<file path="src/rtl/u16u8_pkg.sv">
// Shared types and constants for the UTF-16 to UTF-8 encoder.
`default_nettype none
package u16u8_pkg;

	localparam int MAX_BYTES = 6;
	localparam int CNT_W     = 3;

	localparam logic [15:0] MASK_ASCII = 16'hFF80;
	localparam logic [15:0] MASK_TWO   = 16'hF800;
	localparam logic [15:0] MASK_SURR  = 16'hFC00;
	localparam logic [15:0] HIGH_SURR  = 16'hD800;
	localparam logic [15:0] LOW_SURR   = 16'hDC00;
	localparam logic [7:0]  LEAD_TWO   = 8'hC0;
	localparam logic [7:0]  CONT_MARK  = 8'h80;
	localparam logic [7:0]  LEAD_THREE = 8'hE0;
	localparam logic [7:0]  LEAD_FOUR  = 8'hF0;
	localparam logic [7:0]  CONT_MASK  = 8'h3F;

	typedef logic [7:0] octet_t;

	// Bytes of one unit's result, bytes[0] goes out first.
	typedef struct packed {
		octet_t [MAX_BYTES-1:0] bytes;
		logic [CNT_W-1:0]       cnt;
	} entry_t;

	typedef struct packed {
		logic full;
		logic empty;
	} q_status_t;

endpackage
`default_nettype wire

</file>
<file path="src/rtl/u16u8_front.sv">
// Front end: accepts code units, tracks the held high surrogate, builds byte groups.
`default_nettype none
module u16u8_front (
	input  wire logic                  clk,
	input  wire logic                  arst_n,
	input  wire logic                  code_valid,
	output logic                       code_stall,
	input  wire logic [15:0]           code_unit,
	input  wire u16u8_pkg::q_status_t  q_status,
	output logic                       push,
	output u16u8_pkg::entry_t          push_entry
);

	logic [15:0] pending_high_q;
	logic        pending_valid_q;
	logic        accept;
	logic        is_low;
	logic        is_high;
	logic        pair;
	logic [20:0] cp;
	u16u8_pkg::octet_t [2:0] cur;
	logic [1:0]  cur_n;
	u16u8_pkg::octet_t [2:0] held;

	function automatic u16u8_pkg::octet_t [2:0] enc3(input logic [15:0] v);
		u16u8_pkg::octet_t [2:0] r;
		r[0] = {4'h0, v[15:12]} | u16u8_pkg::LEAD_THREE;
		r[1] = ({2'b00, v[11:6]} & u16u8_pkg::CONT_MASK) | u16u8_pkg::CONT_MARK;
		r[2] = ({2'b00, v[5:0]} & u16u8_pkg::CONT_MASK) | u16u8_pkg::CONT_MARK;
		return r;
	endfunction

	assign code_stall = q_status.full;
	assign accept     = code_valid && !code_stall;
	assign is_low     = (code_unit & u16u8_pkg::MASK_SURR) == u16u8_pkg::LOW_SURR;
	assign is_high    = (code_unit & u16u8_pkg::MASK_SURR) == u16u8_pkg::HIGH_SURR;
	assign pair       = pending_valid_q && is_low;
	assign cp         = 21'h10000 + {1'b0, pending_high_q[9:0], code_unit[9:0]};
	assign held       = enc3(pending_high_q);

	always_comb begin
		cur   = '0;
		cur_n = 2'd0;
		if (code_unit == 16'h0000) begin
			cur_n = 2'd1;
		end else if ((code_unit & u16u8_pkg::MASK_ASCII) == 16'h0000) begin
			cur[0] = code_unit[7:0];
			cur_n  = 2'd1;
		end else if ((code_unit & u16u8_pkg::MASK_TWO) == 16'h0000) begin
			cur[0] = {3'b000, code_unit[10:6]} | u16u8_pkg::LEAD_TWO;
			cur[1] = {2'b00, code_unit[5:0]} | u16u8_pkg::CONT_MARK;
			cur_n  = 2'd2;
		end else if (!is_high) begin
			cur   = enc3(code_unit);
			cur_n = 2'd3;
		end
	end

	always_comb begin
		push_entry = '0;
		if (pair) begin
			push_entry.bytes[0] = {5'b00000, cp[20:18]} | u16u8_pkg::LEAD_FOUR;
			push_entry.bytes[1] = {2'b00, cp[17:12]} | u16u8_pkg::CONT_MARK;
			push_entry.bytes[2] = {2'b00, cp[11:6]} | u16u8_pkg::CONT_MARK;
			push_entry.bytes[3] = {2'b00, cp[5:0]} | u16u8_pkg::CONT_MARK;
			push_entry.cnt      = 3'd4;
		end else if (pending_valid_q) begin
			// flush the held unit ahead of the current one
			push_entry.bytes[2:0] = held;
			push_entry.bytes[5:3] = cur;
			push_entry.cnt        = 3'd3 + {1'b0, cur_n};
		end else begin
			push_entry.bytes[2:0] = cur;
			push_entry.cnt        = {1'b0, cur_n};
		end
	end

	assign push = accept && (push_entry.cnt != '0);

	always_ff @(posedge clk or negedge arst_n) begin
		if (!arst_n) begin
			pending_high_q  <= '0;
			pending_valid_q <= 1'b0;
		end else if (accept) begin
			if (!pair && is_high) begin
				pending_high_q  <= code_unit;
				pending_valid_q <= 1'b1;
			end else begin
				pending_high_q  <= '0;
				pending_valid_q <= 1'b0;
			end
		end
	end

	a_no_push_full: assert property (@(posedge clk) disable iff (!arst_n)
		push |-> !q_status.full) else $error("push into full queue");

endmodule
`default_nettype wire

</file>
<file path="src/rtl/u16u8_queue.sv">
// Small queue of byte groups between the front and back ends.
`default_nettype none
module u16u8_queue #(
	parameter int DEPTH = 2
) (
	input  wire logic              clk,
	input  wire logic              arst_n,
	input  wire logic              push,
	input  wire u16u8_pkg::entry_t push_entry,
	input  wire logic              pop,
	output u16u8_pkg::entry_t      head,
	output u16u8_pkg::q_status_t   status
);

	localparam int PTR_W = $clog2(DEPTH);
	localparam int CNT_W = $clog2(DEPTH + 1);
	localparam logic [PTR_W-1:0] LAST_PTR = PTR_W'(DEPTH - 1);
	localparam logic [CNT_W-1:0] FULL_CNT = CNT_W'(DEPTH);

	u16u8_pkg::entry_t mem_q [DEPTH];
	logic [PTR_W-1:0] wr_ptr_q;
	logic [PTR_W-1:0] rd_ptr_q;
	logic [CNT_W-1:0] count_q;

	assign head         = mem_q[rd_ptr_q];
	assign status.full  = count_q == FULL_CNT;
	assign status.empty = count_q == '0;

	always_ff @(posedge clk) begin
		if (push) begin
			mem_q[wr_ptr_q] <= push_entry;
		end
	end

	always_ff @(posedge clk or negedge arst_n) begin
		if (!arst_n) begin
			wr_ptr_q <= '0;
			rd_ptr_q <= '0;
			count_q  <= '0;
		end else begin
			if (push) begin
				wr_ptr_q <= (wr_ptr_q == LAST_PTR) ? '0 : wr_ptr_q + 1'b1;
			end
			if (pop) begin
				rd_ptr_q <= (rd_ptr_q == LAST_PTR) ? '0 : rd_ptr_q + 1'b1;
			end
			case ({push, pop})
				2'b10:   count_q <= count_q + 1'b1;
				2'b01:   count_q <= count_q - 1'b1;
				default: count_q <= count_q;
			endcase
		end
	end

	a_count_bound: assert property (@(posedge clk) disable iff (!arst_n)
		count_q <= FULL_CNT) else $error("queue count overflow");

endmodule
`default_nettype wire

</file>
<file path="src/rtl/u16u8_back.sv">
// Back end: sends the bytes of each queued group, one beat per cycle while byte_stall is low.
`default_nettype none
module u16u8_back (
	input  wire logic                  clk,
	input  wire logic                  arst_n,
	input  wire u16u8_pkg::entry_t     head,
	input  wire u16u8_pkg::q_status_t  q_status,
	output logic                       pop,
	output logic                       byte_valid,
	input  wire logic                  byte_stall,
	output logic [7:0]                 out_byte,
	output logic                       last_of_run
);

	u16u8_pkg::entry_t cur_q;
	logic [u16u8_pkg::CNT_W-1:0] idx_q;
	logic busy_q;
	logic beat;

	assign byte_valid  = busy_q;
	assign out_byte    = cur_q.bytes[idx_q];
	assign last_of_run = (idx_q + 1'b1) == cur_q.cnt;
	assign beat        = byte_valid && !byte_stall;
	assign pop         = !q_status.empty && (!busy_q || (beat && last_of_run));

	always_ff @(posedge clk) begin
		if (pop) begin
			cur_q <= head;
		end
	end

	always_ff @(posedge clk or negedge arst_n) begin
		if (!arst_n) begin
			busy_q <= 1'b0;
			idx_q  <= '0;
		end else if (pop) begin
			busy_q <= 1'b1;
			idx_q  <= '0;
		end else if (beat) begin
			if (last_of_run) begin
				busy_q <= 1'b0;
				idx_q  <= '0;
			end else begin
				idx_q <= idx_q + 1'b1;
			end
		end
	end

	a_idx_in_range: assert property (@(posedge clk) disable iff (!arst_n)
		byte_valid |-> (idx_q < cur_q.cnt)) else $error("byte index past group end");

	a_group_continues: assert property (@(posedge clk) disable iff (!arst_n)
		(beat && !last_of_run) |=> (byte_valid && idx_q == $past(idx_q) + 1'b1))
		else $error("group cut short");

endmodule
`default_nettype wire

</file>
<file path="src/rtl/utf16_to_utf8_encoder_top.sv">
// Top level of the UTF-16 to UTF-8 encoder.
// Takes one UTF-16 code unit per beat on the code channel and sends UTF-8 bytes, one per
// beat, on the byte channel; last_of_run marks the final byte caused by a unit. A code unit
// is accepted in any cycle in which the group queue (QUEUE_DEPTH entries, at least 2) is not
// full, so units flow back to back. The byte sequencer in the back end sends one byte per
// cycle while byte_stall is low. It yields 1 to 3 bytes for a plain unit, 4 for a
// surrogate pair (charged to the low half), up to 6 when a held high surrogate is flushed
// ahead of another unit, and 0 for a high surrogate that is held. A unit's bytes pass
// through the group queue and then the back end's group register before they appear. A
// zero unit flushes any held surrogate and sends a zero terminator byte.
`default_nettype none
module utf16_to_utf8_encoder_top #(
	parameter int QUEUE_DEPTH = 2
) (
	input  wire logic        clk,
	input  wire logic        arst_n,
	input  wire logic        code_valid,
	output logic             code_stall,
	input  wire logic [15:0] code_unit,
	output logic             byte_valid,
	input  wire logic        byte_stall,
	output logic [7:0]       out_byte,
	output logic             last_of_run
);

	logic                 push;
	logic                 pop;
	u16u8_pkg::entry_t    push_entry;
	u16u8_pkg::entry_t    head;
	u16u8_pkg::q_status_t q_status;

	u16u8_front u_front (
		.clk        (clk),
		.arst_n     (arst_n),
		.code_valid (code_valid),
		.code_stall (code_stall),
		.code_unit  (code_unit),
		.q_status   (q_status),
		.push       (push),
		.push_entry (push_entry)
	);

	u16u8_queue #(
		.DEPTH (QUEUE_DEPTH)
	) u_queue (
		.clk        (clk),
		.arst_n     (arst_n),
		.push       (push),
		.push_entry (push_entry),
		.pop        (pop),
		.head       (head),
		.status     (q_status)
	);

	u16u8_back u_back (
		.clk         (clk),
		.arst_n      (arst_n),
		.head        (head),
		.q_status    (q_status),
		.pop         (pop),
		.byte_valid  (byte_valid),
		.byte_stall  (byte_stall),
		.out_byte    (out_byte),
		.last_of_run (last_of_run)
	);

endmodule
`default_nettype wire

</file>
<file path="config.mk">
export PLATFORM = sky130hd
export DESIGN_NAME = utf16_to_utf8_encoder_top
export DESIGN_NICKNAME = d
export VERILOG_FILES = /design/src/rtl/u16u8_pkg.sv /design/src/rtl/u16u8_front.sv /design/src/rtl/u16u8_queue.sv /design/src/rtl/u16u8_back.sv /design/src/rtl/utf16_to_utf8_encoder_top.sv
export SDC_FILE = /design/constraint.sdc
export NUM_CORES = 1
export LEC_CHECK = 0
export BUFFER_PORTS_ARGS = -buffer_cell sky130_fd_sc_hd__buf_2
export CORE_AREA = 3 3 120 122
export CTS_CLUSTER_SIZE = 20
export DETAILED_ROUTE_END_ITERATION = 10
export DIE_AREA = 0 0 123 125
export GPL_ROUTABILITY_DRIVEN = 1
export PLACE_DENSITY = 0.79
export SYNTH_ARGS = -nofsm -noshare
export SYNTH_HDL_FRONTEND = slang
export SYNTH_HIERARCHICAL = 1
export SYNTH_SLANG_ARGS = --single-unit
</file>
<file path="constraint.sdc">
create_clock -name clk -period 12.75 [get_ports clk]
set_input_delay 1.275 -clock clk [delete_from_list [all_inputs] [get_ports clk]]
set_output_delay 1.275 -clock clk [all_outputs]
set_load 0.1 [all_outputs]
</file>
=== Yosys cells after proc, flatten, opt, wreduce, memory -nomap -nowiden ===
Memory sizes are Yosys's and may differ from the RTL's. A register that Yosys moved wholly into a read port is not among the register bits.
Index checks and enable logic that the tools add are counted.

* Add/subtract/negate cells: 7
* Multipliers: 0
* Div/mod/pow operators: 0
* Magnitude comparators: 1
* Equality and inequality tests: 6
* Shifts and indexed selects: 0
* Mux-type cells: 32
* Bitwise gates (word level): 0
* Reductions and logical operators: 22

{| class="wikitable"
|+ Operators with widths
! operator !! count
|-
| two-way mux 24 bit || 6
|-
| two-way mux 16 bit || 4
|-
| logical NOT 16 bit || 3
|-
| two-way mux 35 bit || 1
|-
| two-way mux 27 bit || 1
|-
| binary-select mux 8 bit (select 3 bit) || 1
|-
| two-way mux 8 bit || 3
|-
| adder 17 x 20 -> 21 bit (first input constant) || 1
|-
| == test 6 bit (second input constant) || 2
|-
| two-way mux 3 bit || 3
|-
| two-way mux 1 bit || 8
|-
| two-way mux 2 bit || 4
|-
| logical AND 1 bit || 7
|-
| nonzero test 2 bit || 3
|-
| logical NOT 1 bit || 5
|-
| == test 2 bit (second input constant) || 2
|-
| < comparator 3 x 4 -> 1 bit (second input constant) || 1
|-
| one-hot mux 2 bit (2 select lines) || 1
|-
| adder 2 x 2 -> 3 bit (first input constant) || 1
|-
| adder 3 x 1 -> 3 bit (second input constant) || 1
|-
| == test 3 bit || 1
|-
| nonzero test 3 bit || 1
|-
| adder 1 bit (second input constant) || 2
|-
| adder 2 x 1 -> 2 bit (second input constant) || 1
|-
| 5 further kinds || 5
|}

* Register bits after elaboration: 25
* Latch bits: 0
* Memory bits (writable): 102
* Bits in read-only memories: 0
* Bits of input ports: 20
* Output and inout bits: 11
* Word-level logic and storage cells: 76
* Memories kept: 1

{| class="wikitable"
|+ Memories
! name !! words !! width !! read ports !! clocked after memory_dff !! write ports !! line !! text
|-
| u_queue.mem_q || 2 || 51 || 1 || 1 || 1 || u16u8_queue.sv:20 || <nowiki>u16u8_pkg::entry_t mem_q [DEPTH];</nowiki>
|}

=== Longest topological paths before layout ===
* Depth in word-level cells: 14
* Mapped depth: 12

=== Modules after synthesis ===
The synthesis kept the hierarchy.

{| class="wikitable"
|+ By module, submodules not included
! module !! times used !! cells an instance !! area an instance (sq um) !! sequential area each (sq um)
|-
| u16u8_queue || 1 || 175 || 4116.4 || 3163.0
|-
| u16u8_back || 1 || 116 || 2203.4 || 1631.6
|-
| u16u8_front || 1 || 217 || 1639.1 || 425.4
|}

=== Worst setup path before layout ===
No wires, ideal clock.

* Path kind: input port to flip-flop
* From: input port code_unit[7]
* To: memory u_queue/mem_q[0][0] in the netlist's numbering, enable pin
* Library setup time: 460 ps
* Arrival: 4922 ps
* Required time: 12290 ps
* Path slack: 7369 ps
* Stages: 8
* Cell sequence: nor4_4 -> nand3_1 -> nand2_1 -> ha_1 -> nand4_1 -> o221a_2 -> inv_1 -> nor2_1

* Longest elaborated chain between the ends: 10
* Elaborated cells between the ends (all ways): 11
* Classes of those cells: 1 x add/sub; 6 x mux; 4 x reduce/logical

{| class="wikitable"
|+ RTL lines
! what !! line !! text
|-
| from (decl) || utf16_to_utf8_encoder_top.sv:19 || <nowiki>input wire logic [15:0] code_unit,</nowiki>
|-
| logical NOT 16 bit || u16u8_front.sv:46 || <nowiki>end else if ((code_unit & u16u8_pkg::MASK_ASCII) == 16'h0000) begin</nowiki>
|-
| two-way mux 2 bit || u16u8_front.sv:46 ||
|-
| two-way mux 2 bit * || u16u8_front.sv:44 || <nowiki>if (code_unit == 16'h0000) begin</nowiki>
|-
| adder 2 x 2 -> 3 bit || u16u8_front.sv:71 || <nowiki>push_entry.cnt = 3'd3 + {1'b0, cur_n};</nowiki>
|-
| two-way mux 27 bit * || u16u8_front.sv:67 || <nowiki>end else if (pending_valid_q) begin</nowiki>
|-
| two-way mux 35 bit * || u16u8_front.sv:61 || <nowiki>if (pair) begin</nowiki>
|-
| nonzero test 3 bit * || u16u8_front.sv:78 || <nowiki>assign push = accept && (push_entry.cnt != '0);</nowiki>
|-
| logical AND 1 bit * || u16u8_front.sv:78 ||
|-
| via push || utf16_to_utf8_encoder_top.sv:26 || <nowiki>logic push;</nowiki>
|-
| two-way mux 1 bit * || u16u8_queue.sv:30 || <nowiki>if (push) begin</nowiki>
|-
| two-way mux 1 bit (not written as such) * || u16u8_queue.sv:31 || <nowiki>mem_q[wr_ptr_q] <= push_entry;</nowiki>
|-
| to (decl) || u16u8_queue.sv:20 ||
|}

Mark *: on every way through the listed nets, which the timed path passes. The rest lies on a longest branch.

=== Worst setup path after layout ===
* From: input port code_unit[7]
* To: memory u_queue/mem_q[1][9] in the netlist's numbering, enable pin

Same word-level chain as after synthesis.

==> flow_summary.toml <==
[logic_synthesis]
syn_inst = 508
yosysWarnings = 6
synthArstFlopShare_pct = 14.04
syn_area_mm2 = 0.007959
ys.flop_type = "edfxtp_1"
synth.distinct_cells = 57
synth_edf_count = 153
avgSynthCellArea_um2 = 15.67
ys_ff_latch = 178
seq_area_frac_synth_pct = 65.59

[power_and_ir_drop]
p_leak_nw = 3.335
sw_frac_of_total_pct = 33.60
power_frac_comb_pct = 32.8
power.density_mw_per_mm2 = 236.0
p_total_mw = 2.065
power_switching_uw = 693.9
p_int_mw = 1.372
p_clk_share_pct = 25.3
seq_power_share_pct = 41.9
vdd_drop_max_mv = 0.1348

[detailed_routing]
wire_per_inst_um = 20.76
via_per_inst = 6.144
dr.pass1.iters = 6
wl_mm = 14.99
drc = 0
vias = 4436
drt_iter0_drc = 343
drt.antenna.violating_nets = 0

[clock_network]
cts_hold_buf = 0
cts_setup_buffers = 0
cts_buffer_depth = 2
cts_root_buffer = "clkbuf_16"
path_clk_slew_ns = 0.06
cts_resized = 0
numCtsBuffers = 17
cts_tree = "done"
clkSinkCount = 178
clk_latency_ns = 0.42
htree_levels = 4

[sta]
layout_min_cycle_time_ns = 3.998
setup_viol = 0
rsz0062_at_grt = "no"
relSlewSlack_pct = 35.58
setup_tns_ns = 0
drv_slew = 0
worst_pin_slew_ns = 0.9663
finClkSkew_ns = 0.01579
fin_ws_ns = 8.752
post-route-period-util_pct = 31.36
clock.fmax_mhz = 250.1
hold_viol = 0

[global_route]
use_met2_pct = 31.97
grt_use_total_pct = 20.62
busiest_layer = "met2"
grt_start_max_net_pins = 54
grt_use_met1_pct = 27.72
grt_pass1_vias = 4501
gr-total-overflow = 0
antenna_found_initial = 0
use_met3_pct = 4.472
grt_pass1_wl_mm = 23.83

[cells_and_area]
syn_to_final_growth_pct = 9.983
regArea_mm2 = 0.005221
fin_nets = 559
antenna_cells = 0
fillCellCount = 904
drive_above_1_share_pct = 25.27
multi_input_area_mm2 = 0.002479

[floorplanning]
dieArea_mm2 = 0.01538
core_mm2 = 0.01330
ioPinCount = 31
die_width_um = 123
chipHeight_um = 125
start_util_pct = 59.86
row_count = 42

[placed_design]
pre_cts_slack_ns = 8.380
gp_congestion = 1.054
portBuffers = 30
hpwl_mm = 9.766

[job]
drv_cap = 0

[hold_path]
hold_class = "reg -> reg"

[setup_path]
cp.arrival_ns = 4.05
cp_max_fo = 44
critical_path_class = "in -> reg"
start_kind = "input pin"
required_ns = 12.80
cp-end-kind = "flip-flop"
r2r_slack_ns = 9.54

[run_status]
status = "finished, final reports clean"
-- synth_stat cells, types with 3 or more instances --
library cell	n	area share [%]
a21oi_1	12	0.75
o31ai_1	3	0.28
edfxtp_1	153	58
o21ai_0	25	1.6
ha_1	4	0.63
xnor2_1	5	0.55
o22ai_1	12	0.94
mux2_4	49	9.2
and2_1	9	0.71
buf_12	5	1.3
mux2i_1	20	2.5
mux4_2	8	2.3
a32oi_1	4	0.44
nor2b_1	6	0.47
nand2b_1	5	0.39
nand3_1	14	0.88
clkbuf_1	8	0.38
a21o_1	7	0.66
mux2_2	3	0.42
buf_2	9	0.57
buf_4	5	0.47
dfrtp_1	25	7.9
a22oi_1	4	0.38
inv_1	12	0.57
nor2_1	19	0.90
nor3_1	6	0.38
nand2_1	35	1.7
xor2_1	4	0.44
-- per-stage QoR --
step	utilization, %	std cells	instance area, um^2	hold slack (ns)
2_1_floorplan	-	511	7970	0.4478
3_3_place_gp	61.35	692	8157	0.4744
3_5_place_dp	61.35	692	8157	0.4828
4_1_cts	65.84	722	8753	0.4933
5_1_grt	65.84	722	8753	0.5144
6_report	65.84	722	8753	0.4885
-- metal layers --
metal	up-vias	part of all wire, %
li1	1969	-
met1	2224	41
met2	202	49
met3	41	5.9
met4	0	3.3
met5	-	0
-- cell type report --
| type | count | share of cell area (%) |
|---|---|---|
| clock inverters | 11 | 1.872 |
| clock buffers | 19 | 4.946 |
| multi-input cells | 290 | 28.32 |
| repair buffers | 35 | 2.144 |
| well taps | 176 | 2.516 |
| inverters | 13 | 0.5575 |
| flip-flops and latches | 178 | 59.65 |
-- worst max-delay path, stage by stage --
cell     delay, ns
buf_2         0.15
nor4_4        0.52
nand3_1       0.34
nand2_1       0.32
ha_1          0.30
nand4_1       0.10
o221a_2       0.23
and2_2        0.25
buf_4         0.52
-- cell usage in the layout, fill, tap and decap left out, types with 14 or more instances in the layout --
master / n
clkbuf_16: 17
nor2_1: 18
dfrtp_1: 24
buf_2: 30
nand2_1: 35
o21ai_0: 25
mux2i_1: 20
nand3_1: 14
edfxtp_1: 153
mux2_4: 49
-- power by group through the flow --
stage / sequential, mW / combinational, mW / clock, mW
after CTS: 0.867 / 0.681 / 0.532
after global routing: 0.878 / 0.717 / 0.552
after global placement: 0.866 / 0.667 / 0
final: 0.865 / 0.677 / 0.523
after floorplan: 0.858 / 0.604 / 0
after detailed placement: 0.876 / 0.680 / 0
-- state kept, by name (all words and copies together), names as in the netlist --
signal and cells:
u_queue/mem_q 102, u_back/cur_q 51, u_back/byte_valid 1, u_front/pending_high_q 16, u_queue/wr_ptr_q 1, u_queue/count_q 2, u_front/pending_valid_q 1, u_queue/rd_ptr_q 1
u_back/idx_q 3
-- final timing paths --
path / startpoint / endpoint / cells after the start
max: code_unit[7] / u_queue/mem_q[1][9] / 9
min: u_queue/count_q[1] / u_queue/count_q[1] / 1
max reg2reg: u_back/idx_q[1] / u_queue/count_q[1] / 8
min reg2reg: u_queue/count_q[1] / u_queue/count_q[1] / 1
max in group asynchronous: arst_n / u_queue/rd_ptr_q / 1
min in group asynchronous: arst_n / u_front/pending_high_q[7] / 1
-- cell families after synthesis --
group | synth area share, %
AO/OA/AOI/OAI | 6.729
XOR/XNOR | 1.509
adder cells (fa/ha/maj) | 0.6289
buffers and inverters | 3.616
flip-flops | 65.59
multiplexers | 14.45
other | 0.04712
AND/OR/NAND/NOR | 7.436
Power figures use the tool's default switching activity.
